[src/rtl/qkh_pkg.sv]
// Shared types and constants for the quadrature knob decoder with button hold.
// Used by qkh_knob, qkh_button and quadrature_knob_with_hold; no dependencies.
`timescale 1ns / 1ps
`default_nettype none

package qkh_pkg;

    // Configuration register indexes
    localparam logic [1:0] REG_SELECTOR_MODE = 2'd0;
    localparam logic [1:0] REG_HOLD_MS       = 2'd1;
    localparam logic [1:0] REG_POSITION_MAX  = 2'd2;

    localparam int CFG_INDEX_W = 2;
    localparam int CFG_DATA_W  = 16;

    // Reset values of the configuration registers
    localparam logic        SELECTOR_MODE_RESET = 1'b0;
    localparam logic [15:0] HOLD_MS_RESET       = 16'd1000;
    localparam logic [6:0]  POSITION_MAX_RESET  = 7'd126;

    // Step counter wraps to -1 once it leaves +/- this limit
    localparam logic signed [15:0] STEP_LIMIT_POS = 16'sd32000;
    localparam logic signed [15:0] STEP_LIMIT_NEG = -16'sd32000;

    localparam logic signed [7:0] POSITION_NONE = -8'sd1;

    typedef struct packed {
        logic        line_a;
        logic        line_b;
        logic        button_n;
        logic [31:0] now_ms;
    } sample_t;

    typedef struct packed {
        logic              moved;
        logic              clockwise;
        logic signed [7:0] knob_position;
        logic              pressed;
        logic              held;
    } result_t;

    // Encoder part of a result
    typedef struct packed {
        logic              moved;
        logic              clockwise;
        logic signed [7:0] knob_position;
    } knob_out_t;

    // Button part of a result
    typedef struct packed {
        logic pressed;
        logic held;
    } button_out_t;

endpackage

`default_nettype wire

[src/rtl/quadrature_knob_with_hold.sv]
// Top level of the quadrature knob decoder with button hold detection.
// Depends on qkh_pkg, qkh_knob and qkh_button.
//
// Usage:
//   sample_*  : one request per pin sample (A, B, active-low button, ms time).
//               Taken at a clock edge with sample_valid high, sample_stall low.
//   result_*  : exactly one result request per sample, in order: moved,
//               clockwise, knob_position (-1 = none), pressed, held.
//   cfg_*     : register writes (0 selector_mode, 1 hold_ms, 2 position_max),
//               taken when cfg_valid is high; cfg_ready is always high.
//               Other indexes are ignored. Write only while the block is idle.
// Pipeline: a sample goes into the input register on the accepting edge and its
//   result is loaded into the result register on the edge at which the input
//   stage advances, which a stalled result can hold off.
// Throughput: one sample per cycle while result_stall is low, set by the single input-to-result stage.
// Stall: while result_stall holds the result, one more sample can be taken
//   into the input register; sample_stall rises only when both are full.
// Reset: decoder state starts as line A low, button released, step count 0,
//   position -1; registers return to selector 0, hold 1000 ms, max 126.
`timescale 1ns / 1ps
`default_nettype none

module quadrature_knob_with_hold (
    input  wire logic                                clk,
    input  wire logic                                rst_n,
    input  wire logic                                sample_valid,
    output      logic                                sample_stall,
    input  wire qkh_pkg::sample_t                    sample,
    output      logic                                result_valid,
    input  wire logic                                result_stall,
    output      qkh_pkg::result_t                    result,
    input  wire logic                                cfg_valid,
    output      logic                                cfg_ready,
    input  wire logic [qkh_pkg::CFG_INDEX_W-1:0]     cfg_index,
    input  wire logic [qkh_pkg::CFG_DATA_W-1:0]      cfg_data
);

    // Configuration registers
    logic        selector_mode_reg;
    logic [15:0] hold_ms_reg;
    logic [6:0]  position_max_reg;

    // Input stage
    logic             s1_valid_reg;
    qkh_pkg::sample_t s1_reg;

    // Result stage
    logic             result_valid_reg;
    qkh_pkg::result_t result_reg;

    logic                 advance;   // input stage item moves to result stage
    qkh_pkg::knob_out_t   knob;
    qkh_pkg::button_out_t button;

    assign cfg_ready    = 1'b1;
    assign advance      = s1_valid_reg && !(result_valid_reg && result_stall);
    assign sample_stall = s1_valid_reg && !advance;
    assign result_valid = result_valid_reg;
    assign result       = result_reg;

    always_ff @(posedge clk or negedge rst_n)
    begin
        if (!rst_n)
        begin
            selector_mode_reg <= qkh_pkg::SELECTOR_MODE_RESET;
            hold_ms_reg       <= qkh_pkg::HOLD_MS_RESET;
            position_max_reg  <= qkh_pkg::POSITION_MAX_RESET;
        end
        else if (cfg_valid)
        begin
            case (cfg_index)
                qkh_pkg::REG_SELECTOR_MODE: selector_mode_reg <= cfg_data[0];
                qkh_pkg::REG_HOLD_MS:       hold_ms_reg       <= cfg_data[15:0];
                qkh_pkg::REG_POSITION_MAX:  position_max_reg  <= cfg_data[6:0];
                default:                    ;
            endcase
        end
    end

    // Input register: refills whenever it is empty or draining this cycle
    always_ff @(posedge clk or negedge rst_n)
    begin
        if (!rst_n)
        begin
            s1_valid_reg <= 1'b0;
        end
        else if (!sample_stall)
        begin
            s1_valid_reg <= sample_valid;
        end
    end

    always_ff @(posedge clk)
    begin
        if (!sample_stall && sample_valid)
        begin
            s1_reg <= sample;
        end
    end

    qkh_knob u_knob (
        .clk           (clk),
        .rst_n         (rst_n),
        .advance       (advance),
        .line_a        (s1_reg.line_a),
        .line_b        (s1_reg.line_b),
        .selector_mode (selector_mode_reg),
        .position_max  (position_max_reg),
        .knob          (knob)
    );

    qkh_button u_button (
        .clk      (clk),
        .rst_n    (rst_n),
        .advance  (advance),
        .button_n (s1_reg.button_n),
        .now_ms   (s1_reg.now_ms),
        .hold_ms  (hold_ms_reg),
        .button   (button)
    );

    // Result register
    always_ff @(posedge clk or negedge rst_n)
    begin
        if (!rst_n)
        begin
            result_valid_reg <= 1'b0;
        end
        else if (advance)
        begin
            result_valid_reg <= 1'b1;
        end
        else if (!result_stall)
        begin
            result_valid_reg <= 1'b0;
        end
    end

    always_ff @(posedge clk)
    begin
        if (advance)
        begin
            result_reg.moved         <= knob.moved;
            result_reg.clockwise     <= knob.clockwise;
            result_reg.knob_position <= knob.knob_position;
            result_reg.pressed       <= button.pressed;
            result_reg.held          <= button.held;
        end
    end

`ifndef SYNTHESIS
    // Held can only be flagged while the button is down
    assert property (@(posedge clk) disable iff (!rst_n)
        result_valid_reg |-> (!result_reg.held || result_reg.pressed))
        else $error("held flagged without press");

    // Position never drops below the none value
    assert property (@(posedge clk) disable iff (!rst_n)
        result_valid_reg |-> (result_reg.knob_position >= qkh_pkg::POSITION_NONE))
        else $error("knob position below -1");

    // A sample waiting behind a stalled result is kept intact
    assert property (@(posedge clk) disable iff (!rst_n)
        (s1_valid_reg && result_valid_reg && result_stall)
            |=> (s1_valid_reg && $stable(s1_reg)))
        else $error("input stage lost while result stalled");

    // A result only leaves the result register when it is taken or replaced
    assert property (@(posedge clk) disable iff (!rst_n)
        (result_valid_reg && result_stall) |=> (result_valid_reg && $stable(result_reg)))
        else $error("stalled result changed");
`endif

endmodule

`default_nettype wire

[src/rtl/qkh_knob.sv]
// Encoder half of the knob decoder: edge detect on A, step counter, position.
// Depends on qkh_pkg.
`timescale 1ns / 1ps
`default_nettype none

module qkh_knob (
    input  wire logic              clk,
    input  wire logic              rst_n,
    input  wire logic              advance,
    input  wire logic              line_a,
    input  wire logic              line_b,
    input  wire logic              selector_mode,
    input  wire logic [6:0]        position_max,
    output qkh_pkg::knob_out_t     knob
);

    logic                last_a_reg, last_a_next;
    logic signed [15:0]  step_count_reg, step_count_next;
    logic signed [7:0]   position_reg, position_next;
    logic                last_dir_reg, last_dir_next;

    logic                edge_a;
    logic                cw;
    logic signed [15:0]  step_sum;
    logic                step_pos;
    logic signed [8:0]   pos_sum;
    logic signed [8:0]   pos_max_ext;

    always_comb
    begin
        edge_a      = line_a != last_a_reg;
        cw          = line_b != line_a;
        step_sum    = cw ? step_count_reg + 16'sd1 : step_count_reg - 16'sd1;
        step_pos    = !selector_mode || !step_sum[0];
        pos_max_ext = $signed({2'b00, position_max});
        pos_sum     = $signed({position_reg[7], position_reg});
        if (step_pos)
        begin
            pos_sum = cw ? pos_sum + 9'sd1 : pos_sum - 9'sd1;
        end
        if (pos_sum < -9'sd1)
        begin
            pos_sum = -9'sd1;
        end
        if (pos_sum > pos_max_ext)
        begin
            pos_sum = pos_max_ext;
        end

        last_a_next     = line_a;
        step_count_next = step_count_reg;
        position_next   = position_reg;
        last_dir_next   = last_dir_reg;
        if (edge_a)
        begin
            last_dir_next = cw;
            position_next = pos_sum[7:0];
            if (step_sum > qkh_pkg::STEP_LIMIT_POS || step_sum < qkh_pkg::STEP_LIMIT_NEG)
            begin
                step_count_next = -16'sd1;
            end
            else
            begin
                step_count_next = step_sum;
            end
        end

        knob.moved         = edge_a;
        knob.clockwise     = last_dir_next;
        knob.knob_position = position_next;
    end

    always_ff @(posedge clk or negedge rst_n)
    begin
        if (!rst_n)
        begin
            last_a_reg     <= 1'b0;
            step_count_reg <= '0;
            position_reg   <= qkh_pkg::POSITION_NONE;
            last_dir_reg   <= 1'b0;
        end
        else if (advance)
        begin
            last_a_reg     <= last_a_next;
            step_count_reg <= step_count_next;
            position_reg   <= position_next;
            last_dir_reg   <= last_dir_next;
        end
    end

endmodule

`default_nettype wire

[src/rtl/qkh_button.sv]
// Button half of the knob decoder: press state, press timer and hold flag.
// Depends on qkh_pkg.
`timescale 1ns / 1ps
`default_nettype none

module qkh_button (
    input  wire logic              clk,
    input  wire logic              rst_n,
    input  wire logic              advance,
    input  wire logic              button_n,
    input  wire logic [31:0]       now_ms,
    input  wire logic [15:0]       hold_ms,
    output qkh_pkg::button_out_t   button
);

    logic        state_reg, state_next;
    logic [31:0] press_time_reg, press_time_next;
    logic        held_reg, held_next;
    logic        btn_pressed;
    logic [31:0] elapsed;

    always_comb
    begin
        btn_pressed     = !button_n;
        elapsed         = now_ms - press_time_reg;   // wraps mod 2^32
        state_next      = state_reg;
        press_time_next = press_time_reg;
        held_next       = held_reg;
        if (btn_pressed != state_reg)
        begin
            state_next      = btn_pressed;
            press_time_next = now_ms;
            held_next       = 1'b0;
        end
        else if (state_reg && (elapsed > {16'd0, hold_ms}))
        begin
            held_next = 1'b1;
        end
        button.pressed = state_next;
        button.held    = held_next;
    end

    always_ff @(posedge clk or negedge rst_n)
    begin
        if (!rst_n)
        begin
            state_reg      <= 1'b0;
            press_time_reg <= '0;
            held_reg       <= 1'b0;
        end
        else if (advance)
        begin
            state_reg      <= state_next;
            press_time_reg <= press_time_next;
            held_reg       <= held_next;
        end
    end

endmodule

`default_nettype wire

[config.mk]
export PLATFORM = sky130hd
export DESIGN_NAME = quadrature_knob_with_hold
export DESIGN_NICKNAME = d
export VERILOG_FILES = /design/src/rtl/qkh_pkg.sv /design/src/rtl/quadrature_knob_with_hold.sv /design/src/rtl/qkh_knob.sv /design/src/rtl/qkh_button.sv
export SDC_FILE = /design/constraint.sdc
export NUM_CORES = 1
export LEC_CHECK = 0
export ABC_AREA = 1
export BUFFER_PORTS_ARGS = -buffer_cell sky130_fd_sc_hd__buf_4
export CAP_MARGIN = 20
export CORE_AREA = 5 5 268 139
export CTS_BUF_LIST = sky130_fd_sc_hd__clkbuf_16
export DETAILED_ROUTE_END_ITERATION = 8
export DIE_AREA = 0 0 273 144
export PLACE_DENSITY = 0.44
export SETUP_SLACK_MARGIN = 0.02
export SLEW_MARGIN = 20
export SYNTH_ARGS = -nofsm -noshare
export SYNTH_HDL_FRONTEND = slang
export SYNTH_SLANG_ARGS = --single-unit
[constraint.sdc]
create_clock -name clk -period 10.9 [get_ports clk]
set_input_delay 1.635 -clock clk [delete_from_list [all_inputs] [get_ports clk]]
set_output_delay 1.635 -clock clk [all_outputs]
set_load 0.01 [all_outputs]
==> results of run 1 <==
-- per-stage QoR --
stage / util / area [um^2] / total power [uW] / hold slack (ns)
2_1_floorplan: - / 9600 / 1990 / 0.434
3_3_place_gp: 0.304 / 10600 / 2500 / 0.448
3_5_place_dp: 0.304 / 10600 / 2510 / 0.455
4_1_cts: 0.320 / 11200 / 3110 / 0.472
5_1_grt: 0.320 / 11200 / 3410 / 0.499
6_report: 0.320 / 11200 / 3100 / 0.468
-- power groups by stage --
stage	sequential [uW]	combinational, uW	clock [uW]
global route	800	1980	620
global placement	789	1720	0
detailed placement	789	1720	0
CTS	782	1720	600
finish	782	1740	582
floorplan	760	1230	0
-- logic make-up (layout without fill, tap and decap cells) --
family	count (synthesis)	in the layout	share of synthesized area
and+or+nand+nor	730	730	0.322
AOI/OAI and AO/OA	164	164	0.0944
buffers and inverters	262	343	0.108
DFF	133	133	0.374
muxes	1	1	0.00117
adders and majority gates	61	61	0.0803
xor gates and xnor gates	22	22	0.0201
other	1	1	0.000391
-- worst paths after layout --
path / from / to / slack [ns] / cells past startpoint
min reg2reg: s1_valid_reg$_DFFE_PN0N_ / result_valid$_DFFE_PN0P_ / 0.47 / 2
max: s1_reg[34]$_DFFE_PP_ / result[4]$_DFFE_PP_ / 5.59 / 32
max in group asynchronous: rst_n / u_knob.step_count_reg[9]$_DFFE_PN0P_ / 8.61 / 2
min in group asynchronous: rst_n / hold_ms_reg[10]$_DFFE_PN0P_ / 1.15 / 1
max reg2reg: s1_reg[34]$_DFFE_PP_ / result[4]$_DFFE_PP_ / 5.59 / 32
min: s1_valid_reg$_DFFE_PN0N_ / result_valid$_DFFE_PN0P_ / 0.47 / 2
-- cell type report --
type	count	area, um^2	area share
Multi-Input combinational cell	979	4990	0.445
Sequential cell	133	3590	0.320
Inverter	234	878	0.0783
Tap cell	484	606	0.0540
Timing Repair Buffer	77	578	0.0515
Clock buffer	17	425	0.0379
Clock inverter	15	153	0.0136
-- cell usage in the layout, fill, tap and decap left out, types with 3 or more instances in the layout --
cell,instances
a21oi_1,85
a31oi_1,3
a41oi_1,8
buf_4,77
clkbuf_16,17
clkinv_1,3
clkinv_2,3
clkinvlp_4,4
dfrtp_1,66
dfstp_2,20
edfxtp_1,47
ha_1,60
inv_1,225
inv_2,7
inv_6,3
nand2_1,419
nand2_2,11
nand3_1,98
nand3_2,11
nand3b_1,4
nand4_1,20
nor2_1,139
nor2_2,7
nor3_1,11
o21ai_0,48
o21ai_1,5
o21bai_1,6
or2_2,5
xor2_1,20
-- critical path: cells and delay by family, from the launching register on --
kind                     cells  cell delay [ns]
AND/OR/NAND/NOR             18             2.65
buffers and inverters        4             0.27
adder cells (fa/ha/maj)      3             0.83
AO/OA/AOI/OAI                7             0.87
flip-flops                   1             0.45
-- metal layers --
| metal | vias up | GRT usage | share of wire |
|---|---|---|---|
| met4 | 0 | 0.0358 | 0.0094 |
| met2 | 229 | 0.184 | 0.33 |
| li1 | 4514 | - | - |
| met1 | 3897 | 0.263 | 0.60 |
| met3 | 17 | 0.0320 | 0.063 |
| met5 | - | 0 | 0 |
==> results.cfg, run 1 <==
[outcome]
status = finished, final reports clean

[clock_tree]
clockBufferDepth = 2
h-tree-depth = 4
root_buffer = clkbuf_16
cts_sinks = 133
cts.reportedPaths.clkPinSlew_ns = 0.07
cts_setup_buffers = 0
cts_buffers = 17
ctsResizeCount = 0
clk_latency_ns = 0.44
hold_buffers = 0
cts_tree = built

[pwr]
switchingPower_uw = 1510
cellInternalPower_uw = 1600
power_frac_clock = 0.188
p_sw_frac = 0.485
vdd_ir_drop_max_uv = 101
power_density_nw_per_um2 = 277
leakage_uw = 0.00579
seq_power_share = 0.252
power_frac_comb = 0.560

[floorplan]
start_util = 0.274
coreArea_um2 = 35000
die_y_um = 144
dieArea_um2 = 39300
rows = 49
die_w_um = 273
num_io_pins = 73

[yosys]
ys_seq_area_frac = 0.374
ys_types = 42
ys_seq_elements = 133
synthFlopType = dfrtp_1
synth_top_cell_by_area = dfrtp_1
postSynthCellCount = 1374
synth_top_area_share = 0.172
yosysMostFrequentCell = nand2_1
syn_avg_cell_area_um2 = 6.99
synthTopCellsByArea = dfrtp_1, nand2_1, edfxtp_1
yosys_warnings = 0
syn-num-nets = 1493
syn_area_um2 = 9600
async_flop_share = 0.647
ys_top_cells_by_count = nand2_1, inv_1, nor2_1
synth-edff-count = 47

[timing]
tns_ns = 0
rsz0062_at_grt = false
fin_crit_sh = 0.487
maxSlewHeadroom = 0.297
fin_worst_skew_ns = 0.00814
fin_ws_ns = 5.59
slew_violations = 0
worst_pin_slew_ns = 1.05
max_freq_mhz = 188
period_minus_slack_ns = 5.31
finalHoldViolCount = 0
setup_viol = 0

[routing]
via_per_inst = 4.46
routedWlPerCell_um = 15.1
antenna_left = 0
wl_um = 29300
drtIter0Drc = 686
first_pass_iters = 5
drc = 0
num_vias = 8657

[critical_path]
critical_path.max_fanout = 29
arrival_ns = 5.52
worstPathRequired_ns = 11.10
cp_common_cell = nand2_1
max_stage_delay_ns = 0.77
cp-end-kind = flip-flop
critPathLaunchType = flip-flop
slowest_stage = nand2_1
critPathKind = reg2reg

[cells_and_area]
syn_to_final_growth_pct = 16.8
fill_cells = 3816
n_antenna_cell = 0
stdcell_count = 1939
largest_reg_flops = 35
layout.nets = 1561
drive_above_1_share = 0.120

[min_path]
hold_class = reg2reg

[placement]
dp_slack_ns = 5.56
gp_congestion = 0.868
io_buffers = 71
dp_hpwl_um = 23200
dp_cells = 1907

[global_routing]
grt_antenna_before_repair = 0
grt_pass1_wl_um = 46000
grt_max_degree = 65
grt_overflow = 0
grt_pass1_vias = 8011
grt_usage = 0.153

[flow_run]
cap_violations = 0
Note: power is estimated with default switching activity, not from simulation.
==> run 2, diff against run 1 <==
==> constraint.sdc (replaced) <==
create_clock -name clk -period 5.5 [get_ports clk]
set_input_delay 0.825 -clock clk [delete_from_list [all_inputs] [get_ports clk]]
set_output_delay 0.825 -clock clk [all_outputs]
set_load 0.01 [all_outputs]
==> results.cfg, run 2 (synthesis gave the netlist of run 1 again) <==
[outcome]
status = finished, final reports clean

[floorplan]
dieArea_um2 = 39300
coreArea_um2 = 35000
start_util = 0.274
rows = 49
die_w_um = 273
num_io_pins = 73
die_y_um = 144

[timing]
setup_viol = 0
finalHoldViolCount = 0
fin_crit_sh = 0.864
period_minus_slack_ns = 4.75
worst_pin_slew_ns = 0.797
fin_ws_ns = 0.748
maxSlewHeadroom = 0.467
tns_ns = 0
fin_worst_skew_ns = 0.00763
max_freq_mhz = 210
rsz0062_at_grt = false
slew_violations = 0

[critical_path]
reg2reg_from = s1_reg[34]$_DFFE_PP_
critPathLaunchType = flip-flop
cp-endpoint = result[8]$_DFFE_PP_
slowest_stage = edfxtp_1
worstPathRequired_ns = 5.69
setup.worst_path.start = s1_reg[34]$_DFFE_PP_
critPathKind = reg2reg
cp-end-kind = flip-flop
ff2ff_setup_slack_ns = 0.75
arrival_ns = 4.95
r2r_end = result[8]$_DFFE_PP_
cp_common_cell = nand2_1
critical_path.max_fanout = 28
max_stage_delay_ns = 0.44
r2r_cells = 30

[clock_tree]
root_buffer = clkbuf_16
cts_setup_buffers = 0
h-tree-depth = 4
hold_buffers = 0
cts_tree = built
clockBufferDepth = 2
cts_buffers = 17
cts.reportedPaths.clkPinSlew_ns = 0.06
clk_latency_ns = 0.44
cts_sinks = 133
ctsResizeCount = 0

[pwr]
vdd_ir_drop_max_uv = 225
power_density_nw_per_um2 = 542
design_power_total_uw = 6050
leakage_uw = 0.00579

[placement]
gp_congestion = 0.884
dp_slack_ns = 0.789
dp_hpwl_um = 23400
io_buffers = 71

[global_routing]
grt_pass1_wl_um = 46600
grt_antenna_before_repair = 0
grt_usage = 0.155
grt_overflow = 0
grt_max_degree = 65
grt_pass1_vias = 8103

[cells_and_area]
fill_cells = 3898
largest_reg_flops = 35
n_antenna_cell = 0
final_cell_mix = nand2_1, inv_1, nor2_1
layout.nets = 1563
syn_to_final_growth_pct = 16.4
drive_above_1_share = 0.120
final_common_cell = nand2_1

[min_path]
hold_class = in2async

[routing]
drtIter0Drc = 720
wl_um = 29500
routedWlPerCell_um = 15.2
first_pass_iters = 6
antenna_left = 0
num_vias = 8774
drc = 0
via_per_inst = 4.52

[flow_run]
cap_violations = 0
run 2: layout make-up:
type,count,area [um^2],area share
inverter,234,878,0.0786
timing repair buffer,79,593,0.0531
tap,484,606,0.0542
clock buffer,17,425,0.0381
multi-input combinational,979,4990,0.446
clock inverter,15,93.8,0.00840
sequential,133,3590,0.321
run 2: worst min-delay path by stage:
stage,from,to,slack (ns),depth (start not counted)
floorplan,s1_valid_reg$_DFFE_PN0N_,result_valid$_DFFE_PN0P_,0.43,2
global route,rst_n,u_button.press_time_reg[1]$_DFFE_PN0P_,0.42,1
detailed placement,s1_valid_reg$_DFFE_PN0N_,result_valid$_DFFE_PN0P_,0.45,2
finish,rst_n,u_button.press_time_reg[1]$_DFFE_PN0P_,0.38,1
global placement,s1_valid_reg$_DFFE_PN0N_,result_valid$_DFFE_PN0P_,0.45,2
CTS,rst_n,u_button.press_time_reg[1]$_DFFE_PN0P_,0.39,1
run 2: power breakdown:
part | switching, uW | total, uW | internal (uW)
clock network | 474 | 1040 | 568
registers | 175 | 1540 | 1370
logic | 2340 | 3470 | 1130
total | 2990 | 6050 | 3070
run 2: through the flow:
stage / cells / hold WS (ns) / util / cell area [um^2]
3_5_place_dp: 1909 / 0.453 / 0.304 / 10600
6_report: 1941 / 0.379 / 0.319 / 11200
4_1_cts: 1941 / 0.388 / 0.319 / 11200
5_1_grt: 1941 / 0.421 / 0.319 / 11200
3_3_place_gp: 1909 / 0.449 / 0.304 / 10600
2_1_floorplan: 1374 / 0.434 / - / 9600
run 2: layer usage:
metal | wire, um | track usage | share of wire | up-vias
li1 | - | - | - | 4515
met1 | 17100 | 0.262 | 0.58 | 4012
met2 | 9770 | 0.185 | 0.33 | 223
met3 | 2090 | 0.0327 | 0.071 | 24
met4 | 462 | 0.0451 | 0.016 | 0
met5 | 0 | 0 | 0 | -
run 2: critical path: cells and delay by family (launching register included):
family,cells,cell delay [ns]
fa+ha+maj,2,0.67
buf+inv,3,0.47
compound gates,5,0.73
simple gates,20,2.17
flops,1,0.44
